### config.mk
export PLATFORM = sky130hd
export DESIGN_NAME = uri_percent_decoder_core
export DESIGN_NICKNAME = d
export VERILOG_FILES = /design/src/design/upd_pkg.sv /design/src/design/uri_percent_decoder_core.sv
export SDC_FILE = /design/constraint.sdc
export NUM_CORES = 1
export LEC_CHECK = 0
export ABC_AREA = 1
export BUFFER_PORTS_ARGS = -buffer_cell sky130_fd_sc_hd__buf_2
export CAP_MARGIN = 30
export CORE_AREA = 2 2 73 54
export DETAILED_ROUTE_END_ITERATION = 16
export DIE_AREA = 0 0 75 56
export HOLD_SLACK_MARGIN = 0.02
export PLACE_DENSITY = 0.75
export SLEW_MARGIN = 10
export SYNTH_ARGS = -nofsm -noshare
export SYNTH_HDL_FRONTEND = slang
export SYNTH_SLANG_ARGS = --single-unit
### constraint.sdc
create_clock -name clk -period 2.55 [get_ports clk]
set_input_delay 0.3825 -clock clk [delete_from_list [all_inputs] [get_ports clk]]
set_output_delay 0.3825 -clock clk [all_outputs]
set_load 0.005 [all_outputs]
### src/design/upd_pkg.sv
// shared types, constants and hex digit decode for the uri percent decoder
package upd_pkg;

  typedef struct packed {
    logic [7:0] in_byte;
    logic       in_last;
  } in_item_t;

  typedef struct packed {
    logic       out_valid;
    logic [7:0] out_byte;
    logic       out_last;
  } out_item_t;

  typedef enum logic [1:0] {
    PH_TEXT = 2'd0,
    PH_HI   = 2'd1,
    PH_LO   = 2'd2
  } phase_t;

  localparam logic [7:0] CHAR_PLUS    = 8'h2b;
  localparam logic [7:0] CHAR_PERCENT = 8'h25;
  localparam logic [7:0] CHAR_SPACE   = 8'h20;
  localparam logic [7:0] CHAR_0       = 8'h30;
  localparam logic [7:0] CHAR_9       = 8'h39;
  localparam logic [7:0] CHAR_LA      = 8'h61;
  localparam logic [7:0] CHAR_LF      = 8'h66;
  localparam logic [7:0] CHAR_UA      = 8'h41;
  localparam logic [7:0] CHAR_UF      = 8'h46;
  localparam logic [7:0] HEX_TEN      = 8'd10;

  typedef struct packed {
    logic       ok;
    logic [3:0] val;
  } hex_digit_t;

  function automatic hex_digit_t hex_decode(input logic [7:0] c);
    hex_digit_t d;
    logic [7:0] t;
    d = '0;
    t = '0;
    if (c >= CHAR_0 && c <= CHAR_9) begin
      t = c - CHAR_0;
      d.ok = 1'b1;
    end else if (c >= CHAR_LA && c <= CHAR_LF) begin
      t = c - CHAR_LA + HEX_TEN;
      d.ok = 1'b1;
    end else if (c >= CHAR_UA && c <= CHAR_UF) begin
      t = c - CHAR_UA + HEX_TEN;
      d.ok = 1'b1;
    end
    d.val = t[3:0];
    return d;
  endfunction

endpackage

### src/design/uri_percent_decoder_core.sv
// uri percent decoder: one byte in, one result out, with output skid buffer
//
// input channel: in_valid / in_stall carry in_data (byte and end-of-string flag).
// result channel: out_valid / out_stall carry out_data; every accepted item yields
// exactly one result item, whose out_valid field says whether it holds a byte.
// config: cfg_we writes cfg_wdata into the keep-zero-bytes register; write it
// only while no item is in flight.
// path: each accepted item's result is registered, via the skid register if held.
// throughput: one item per cycle while in_stall is low, set by the single decode
// stage feeding the result register.
// stall: when out_stall holds a result, one more item is taken into a skid
// register; in_stall then rises until the result register drains.
// reset: rst_n low clears both buffers, the escape phase, the first digit and
// the keep-zero-bytes register.
module uri_percent_decoder_core (
  input  logic               clk,
  input  logic               rst_n,
  input  logic               cfg_we,
  input  logic               cfg_wdata,
  input  logic               in_valid,
  output logic               in_stall,
  input  upd_pkg::in_item_t  in_data,
  output logic               out_valid,
  input  logic               out_stall,
  output upd_pkg::out_item_t out_data
);

  logic               keep_zero_r;
  upd_pkg::phase_t    phase_r, phase_nxt;
  logic [7:0]         first_digit_r, first_digit_nxt;
  logic               out_valid_r, out_valid_nxt;
  upd_pkg::out_item_t out_data_r, out_data_nxt;
  logic               skid_valid_r, skid_valid_nxt;
  upd_pkg::out_item_t skid_data_r, skid_data_nxt;
  upd_pkg::out_item_t result;
  upd_pkg::hex_digit_t hi_d, lo_d;
  logic [7:0]         esc_val;
  logic               in_acc, out_acc;

  assign in_stall  = skid_valid_r;
  assign in_acc    = in_valid && !skid_valid_r;
  assign out_acc   = out_valid_r && !out_stall;
  assign out_valid = out_valid_r;
  assign out_data  = out_data_r;

  assign hi_d    = upd_pkg::hex_decode(first_digit_r);
  assign lo_d    = upd_pkg::hex_decode(in_data.in_byte);
  assign esc_val = (hi_d.ok && lo_d.ok) ? {hi_d.val, lo_d.val} : 8'd0;

  // next escape phase
  always_comb begin
    phase_nxt       = phase_r;
    first_digit_nxt = first_digit_r;
    if (in_acc) begin
      case (phase_r)
        upd_pkg::PH_HI: begin
          first_digit_nxt = in_data.in_byte;
          phase_nxt       = upd_pkg::PH_LO;
        end
        upd_pkg::PH_LO: begin
          phase_nxt = upd_pkg::PH_TEXT;
        end
        default: begin
          phase_nxt = (in_data.in_byte == upd_pkg::CHAR_PERCENT) ?
                      upd_pkg::PH_HI : upd_pkg::PH_TEXT;
        end
      endcase
      if (in_data.in_last) begin
        phase_nxt = upd_pkg::PH_TEXT;
      end
    end
  end

  // result for the current item
  always_comb begin
    result          = '0;
    result.out_last = in_data.in_last;
    case (phase_r)
      upd_pkg::PH_HI: begin
        result.out_valid = 1'b0;
      end
      upd_pkg::PH_LO: begin
        if (esc_val != 8'd0 || keep_zero_r) begin
          result.out_valid = 1'b1;
          result.out_byte  = esc_val;
        end
      end
      default: begin
        if (in_data.in_byte == upd_pkg::CHAR_PLUS) begin
          result.out_valid = 1'b1;
          result.out_byte  = upd_pkg::CHAR_SPACE;
        end else if (in_data.in_byte != upd_pkg::CHAR_PERCENT) begin
          result.out_valid = 1'b1;
          result.out_byte  = in_data.in_byte;
        end
      end
    endcase
  end

  // output register and skid buffer
  always_comb begin
    out_valid_nxt  = out_valid_r;
    out_data_nxt   = out_data_r;
    skid_valid_nxt = skid_valid_r;
    skid_data_nxt  = skid_data_r;
    if (!out_valid_r || out_acc) begin
      if (skid_valid_r) begin
        out_valid_nxt  = 1'b1;
        out_data_nxt   = skid_data_r;
        skid_valid_nxt = 1'b0;
      end else if (in_acc) begin
        out_valid_nxt = 1'b1;
        out_data_nxt  = result;
      end else begin
        out_valid_nxt = 1'b0;
      end
    end else if (in_acc) begin
      skid_valid_nxt = 1'b1;
      skid_data_nxt  = result;
    end
  end

  always_ff @(posedge clk) begin
    if (!rst_n) begin
      keep_zero_r   <= 1'b0;
      phase_r       <= upd_pkg::PH_TEXT;
      first_digit_r <= 8'd0;
      out_valid_r   <= 1'b0;
      skid_valid_r  <= 1'b0;
    end else begin
      if (cfg_we) begin
        keep_zero_r <= cfg_wdata;
      end
      phase_r       <= phase_nxt;
      first_digit_r <= first_digit_nxt;
      out_valid_r   <= out_valid_nxt;
      skid_valid_r  <= skid_valid_nxt;
    end
  end

  always_ff @(posedge clk) begin
    out_data_r  <= out_data_nxt;
    skid_data_r <= skid_data_nxt;
  end

endmodule

==> results of run 1 <==
logic make-up (layout without fill, tap and decap cells):
kind of cell               Yosys count  count (layout)  share of synthesized area, %
AOI/OAI and AO/OA                   37              37                          12.0
DFF                                 33              33                          46.6
buffers and inverters               32              67                          6.64
and+or+nand+nor                    114             114                          28.0
adders and majority gates           10              10                          6.78
critical path: stages, from the launching register on:
cell and delay [ps]:
dfxtp_1 390, inv_1 110, ha_1 200, nand2_1 90
nand3_2 80, nand2_2 140, nand2_2 100, nand2_4 70
inv_4 50, o21ai_2 70, nand2_1 80, nor2_2 120
nand2_2 60, nand3_1 60, nand2_1 70, nand2_1 70
nand2_1 50
area by class of cell:
cell class              instances  area share, %
multi-input cells             161           39.9
flip-flops and latches         33           39.8
repair buffers                 30           7.40
inverters                      29           5.14
clock buffers                   6           3.35
well taps                      50           2.89
clock inverters                 2           1.56
power breakdown:
part           internal (mW)  switching [mW]  total (mW)
sequential             0.596         0.00888       0.605
clock                  0.288           0.181       0.470
combinational         0.0521          0.0945       0.147
total                  0.936           0.285        1.22
final timing paths:
kind | startpoint | end | cells after the start
max reg2reg | first_digit_r[0] | out_data[3] | 16
max | first_digit_r[0] | out_data[3] | 16
min | in_data[0] | skid_data_r[0] | 1
min reg2reg | first_digit_r[5] | first_digit_r[5] | 2
Yosys cell counts:
cell type	n
nand2_1	60
inv_1	25
edfxtp_1	20
nor2_1	19
a21oi_1	16
nand3_1	16
dfxtp_1	13
ha_1	10
o21ai_0	10
nand2_2	7
o21ai_2	4
clkbuf_1	3
inv_2	3
nand2_4	3
nor2_2	3
o31ai_1	3
nor3_1	2
o211ai_1	2
and3_1	1
inv_4	1
nand3_2	1
nor2_4	1
nor4_1	1
o22ai_1	1
o31ai_2	1
layout by cell type, fill, tap and decap left out, drive strengths merged, types with 2 or more instances in the layout:
master  netlist  final
clkbuf        3      6
o31ai         4      4
inv          29     29
buf           0     30
dfxtp        13     13
o21ai        14     14
nor3          2      2
nand3        17     17
edfxtp       20     20
nor2         23     23
ha           10     10
a21oi        16     16
o211ai        2      2
nand2        70     70
per-stage QoR:
step           hold slack (ps)  worst slack, ps
5_1_grt                    286              309
4_1_cts                    292              496
3_5_place_dp               460              327
6_report                   293              489
3_3_place_gp               459              393
2_1_floorplan              441              670
flip-flops by register name, summed over array words and instances (netlist names):
name / count
first_digit_r: 8
skid_data_r: 10
keep_zero_r: 1
in_stall: 1
phase_r: 2
out_data: 10
out_valid: 1
per-layer routing:
metal / part of all wire (%) / up-vias / global-route usage, %
li1: - / 811 / -
met1: 47 / 695 / 30.9
met2: 43 / 54 / 27.4
met3: 9.0 / 4 / 5.43
met4: 0.68 / 0 / 5.36
met5: 0 / - / 0
==> flow_summary.toml, run 1 <==
[outcome]
status = "finished, final reports clean"

[route]
drt-vias-per-instance = 5.03
drt_first_pass_iters = 5
drc_errors = 0
first_iter_violations = 69
ant_nets = 0
num_vias = 1564
drt_wl_total_mm = 3.82
avgRoutedWirePerCell_um = 12.3

[logic_synthesis]
yosys_warnings = 0
ys_seq_area_share_pct = 46.6
synthCells = 226
ys_types = 25
syn_area_per_cell_um2 = 8.17
yosysTopAreaCell = "edfxtp_1"
synth.top_cell.area_share_pct = 32.5
syn_nets = 251
synth-seq-cells = 33
synth.area.top_cells = "edfxtp_1, dfxtp_1, nand2_1"
syn-cell-area_um2 = 1850

[power_and_ir_drop]
power_mw = 1.22
leakagePower_nw = 0.996
peakVddDrop_mv = 0.409
powerDensity_nw_per_um2 = 564

[global_route]
grt_pass1_vias = 1342
grt_pass1_wl_mm = 6.33
antenna_found_initial = 0
grt-ovfl-total = 0
grt_max_degree = 16
gr-usage-all-layers_pct = 20.1

[floorplan]
coreArea_um2 = 3450
rows = 18
pin_count = 27
die_height_um = 56
die_area_um2 = 4200
start_util_pct = 53.6
fp.dieW_um = 75

[timing]
min_period_over_period_pct = 80.8
min_period_ps = 2060
hold_violations = 0
worstMarginPinSlew_ps = 428
finalMaxSlewViolations = 0
final.setup_skew_ps = 6.24
setup_tns_ps = 0
rsz0062_at_grt = "no"
max_slew_margin_pct = 71.3
setup_viol = 0
max_freq_mhz = 485

[final_layout]
fillers = 316
postLayoutCellArea_um2 = 2160
diodes = 0
stdcell_count = 311
area_growth_syn_to_layout_pct = 17.2
final_core_util_pct = 62.8
multi_input_area_um2 = 863
layout-drive-gt1-share_pct = 23.0
fin_nets = 285
regArea_um2 = 861

[cts]
cts_setup_buffers = 0
cts.htree.levels = 2
clock-root-buffer = "clkbuf_8"
cts_max_path_buffers = 2
cts_resized = 0
cts_made_buffers = 5
insertion_delay_ps = 280
ctsHoldBuffers = 0
cts_tree = "done"
cts.clk_slew.worst_paths_ps = 70
cts.sinks = 33

[critical_path]
reg2reg_slack_ps = 490
critPathLaunchType = "flip-flop"
cp_max_fo = 7
critPathCaptureType = "flip-flop"
cp.required_ps = 2590
cp_data_arrival_time_ps = 2100
crit_type = "reg -> reg"

[placement]
gp_congestion = 0.970
place_inst = 303
place_hpwl_mm = 2.90
portBuffers = 26
placed_cell_area_um2 = 2060

[run]
cap_violations = 0

[worst_hold_path]
hold_class = "in -> reg"
(Power assumes the default switching activity.)
==> run 2, diff against run 1 <==
ABC_AREA = 0   (was 1)
CORE_AREA = 2 2 75 56   (was 2 2 73 54)
DIE_AREA = 0 0 77 58   (was 0 0 75 56)
clock period = 2 ns   (was 2.55 ns; I/O delays follow)
==> run 2 against run 1 <==
Against the previous run: combinational power up 32%; synthesized area up 7.8%; cell area up 26%; sequential power grew 24%.
==> flow_summary.toml, run 2 <==
[route]
highest_layer = "met4"
dr_wl_met3_um = 287
drc_errors = 0
met2_length_mm = 2.41
ant_nets = 0
first_iter_violations = 153
wl_met1_mm = 2.43
drt_first_pass_iters = 4
drt_wl_total_mm = 5.19
avgRoutedWirePerCell_um = 16.5
drt-vias-per-instance = 5.65
num_vias = 1775

[final_layout]
final_cell_mix = "buf_4, buf_2, edfxtp_1, nand2_1, nor2_1"
mostFrequentLayoutCell = "buf_4"
postLayoutCellArea_um2 = 2720
multi_input_area_um2 = 1230
fillers = 288
regArea_um2 = 867
area_growth_syn_to_layout_pct = 36.5
diodes = 0
stdcell_count = 314
layout-drive-gt1-share_pct = 42.0
fin_nets = 286

[logic_synthesis]
syn-cell-area_um2 = 1990
ys_types = 44
synth_edf_count = 20
synth_common_cells = "edfxtp_1, nand2_1, nor2_1"
ys_seq_area_share_pct = 43.2
syn_area_per_cell_um2 = 10.1
yosys_warnings = 0
synth.top_cell.area_share_pct = 30.2
synth_async_sr_flop_share_pct = 0
synthMostInstantiatedCell = "edfxtp_1"
yosysTopAreaCell = "edfxtp_1"
synth.area.top_cells = "edfxtp_1, dfxtp_1, ha_1"
synthCells = 197
synth-seq-cells = 33
syn_nets = 222
synthFlopType = "edfxtp_1"

[power_and_ir_drop]
peakVddDrop_mv = 0.505
swShare_pct = 24.7
pwr-share-clk_pct = 34.3
power_frac_comb_pct = 13.5
internal_power_mw = 1.08
powerDensity_nw_per_um2 = 529
power.net_switching_uw = 354
leakagePower_nw = 1.11
seq_power_share_pct = 52.3

[timing]
min_period_over_period_pct = 99.8
finalMaxSlewViolations = 0
max_slew_margin_pct = 61.6
setup_viol = 0
final.setup_skew_ps = 6.12
worstMarginPinSlew_ps = 574
rsz0062_at_grt = "yes"
hold_violations = 0
setup_tns_ps = 0
min_period_ps = 2000
whs_ps = 241
max_freq_mhz = 501

[floorplan]
die_area_um2 = 4470
fp.dieW_um = 77
coreArea_um2 = 3760
rows = 19
die_height_um = 58
pin_count = 27
start_util_pct = 53.0

[critical_path]
critPathLaunchType = "input port"
r2r-end = "out_data[1]"
timing.rr.start = "first_digit_r[0]"
reg2regPathDepth = 10
cp_max_fo = 6
crit_type = "in -> reg"
critPathCaptureType = "flip-flop"
reg2reg_slack_ps = 30
cp.required_ps = 2150
cp_data_arrival_time_ps = 2150

[placement]
place_hpwl_mm = 3.73
place_inst = 304
placed_cell_area_um2 = 2460
portBuffers = 26
gp_congestion = 0.850

[cts]
cts.clk_slew.worst_paths_ps = 70
cts.htree.levels = 2
clock-root-buffer = "clkbuf_8"
cts.sinks = 33
cts_max_path_buffers = 2
cts_tree = "done"
cts_made_buffers = 5
insertion_delay_ps = 290

[worst_hold_path]
hp-start = "in_data[0]"
holdPathStages = 1
hold_class = "in -> reg"
hold_end = "skid_data_r[0]"

[global_route]
grt_max_degree = 17
gr-usage-all-layers_pct = 23.8
grt_pass1_vias = 1725
antenna_found_initial = 0
grt-ovfl-total = 0
grt_pass1_wl_mm = 8.16

[run]
cap_violations = 0

[outcome]
status = "finished, final reports clean"
[run 2: cell count changes in the layout (fill, tap and decap cells not counted), moves of 7 or more]
cell	change
buf_4	+36
a21oi_1	-11
mux2i_1	+10
nand2_2	-7
inv_1	-20
nand2_1	-44
nand3_1	-14
nor2b_1	+11
[run 2: how the worst max path moves through the flow]
stage	to	slack (ps)	depth (start not counted)	start
after global routing	out_data[4]	-60	7	first_digit_r[0]
after detailed placement	out_data[8]	-310	6	in_data[8]
after global placement	out_data[4]	-210	6	in_data[8]
after CTS	out_data[4]	-8	6	in_data[8]
final	out_data[4]	5	6	in_data[8]
after floorplan	out_data[4]	20	5	in_data[8]
[run 2: what timing repair did]
action / in CTS / in global routing
endpoints found under the setup margin: 8 / 12
hold buffers: 0 / 0
gates resized for setup: 4 / 39
pin swaps: 1 / 3
buffers inserted: 0 / 2
[run 2: power by group through the flow]
stage / registers, mW / logic, mW / clock network, mW
floorplan: 0.767 / 0.0795 / 0
global placement: 0.765 / 0.175 / 0
detailed placement: 0.766 / 0.180 / 0
CTS: 0.751 / 0.181 / 0.487
global route: 0.753 / 0.211 / 0.523
finish: 0.751 / 0.194 / 0.492
[run 2: critical path, stage by stage]
cell and delay, ps:
buf_2 120, or4b_1 510, a221o_1 290, a221o_2 480
o41ai_4 260, mux2_1 190
[run 2: cell families (layout without fill, tap and decap cells)]
kind of cell | count (synthesis) | in the layout | share of synthesized area [%]
AO/OA/AOI/OAI | 49 | 49 | 17.8
XOR/XNOR | 1 | 1 | 0.440
adder cells (fa/ha/maj) | 10 | 10 | 6.29
buffers and inverters | 18 | 83 | 3.39
flip-flops | 33 | 33 | 43.2
multiplexers | 18 | 18 | 9.55
AND/OR/NAND/NOR | 68 | 68 | 19.3
[run 2: final cells by class]
cell class                      instances  share of cell area [%]
Inverter                                8                    1.10
Sequential cell                        33                    31.9
Clock buffer                            7                    2.81
Multi-Input combinational cell        146                    45.3
Tap cell                               52                    2.39
Timing Repair Buffer                   67                    16.3
Clock inverter                          1                   0.184
[run 2: metal layers]
| layer | up-vias | GRT usage (%) |
|---|---|---|
| met1 | 863 | 32.8 |
| li1 | 852 | - |
| met4 | 0 | 8.16 |
| met3 | 9 | 4.98 |
| met5 | - | 0 |
| met2 | 51 | 38.0 |
[run 2: per-stage QoR]
| stage | setup WS (ps) | utilization, % | power (mW) |
|---|---|---|---|
| after global placement | -206 | 65.4 | 0.940 |
| after global routing | -56.3 | 72.4 | 1.49 |
| after floorplan | 16.1 | - | 0.846 |
| final | 4.70 | 72.4 | 1.44 |
| after CTS | -7.75 | 67.8 | 1.42 |
| after detailed placement | -307 | 65.4 | 0.946 |
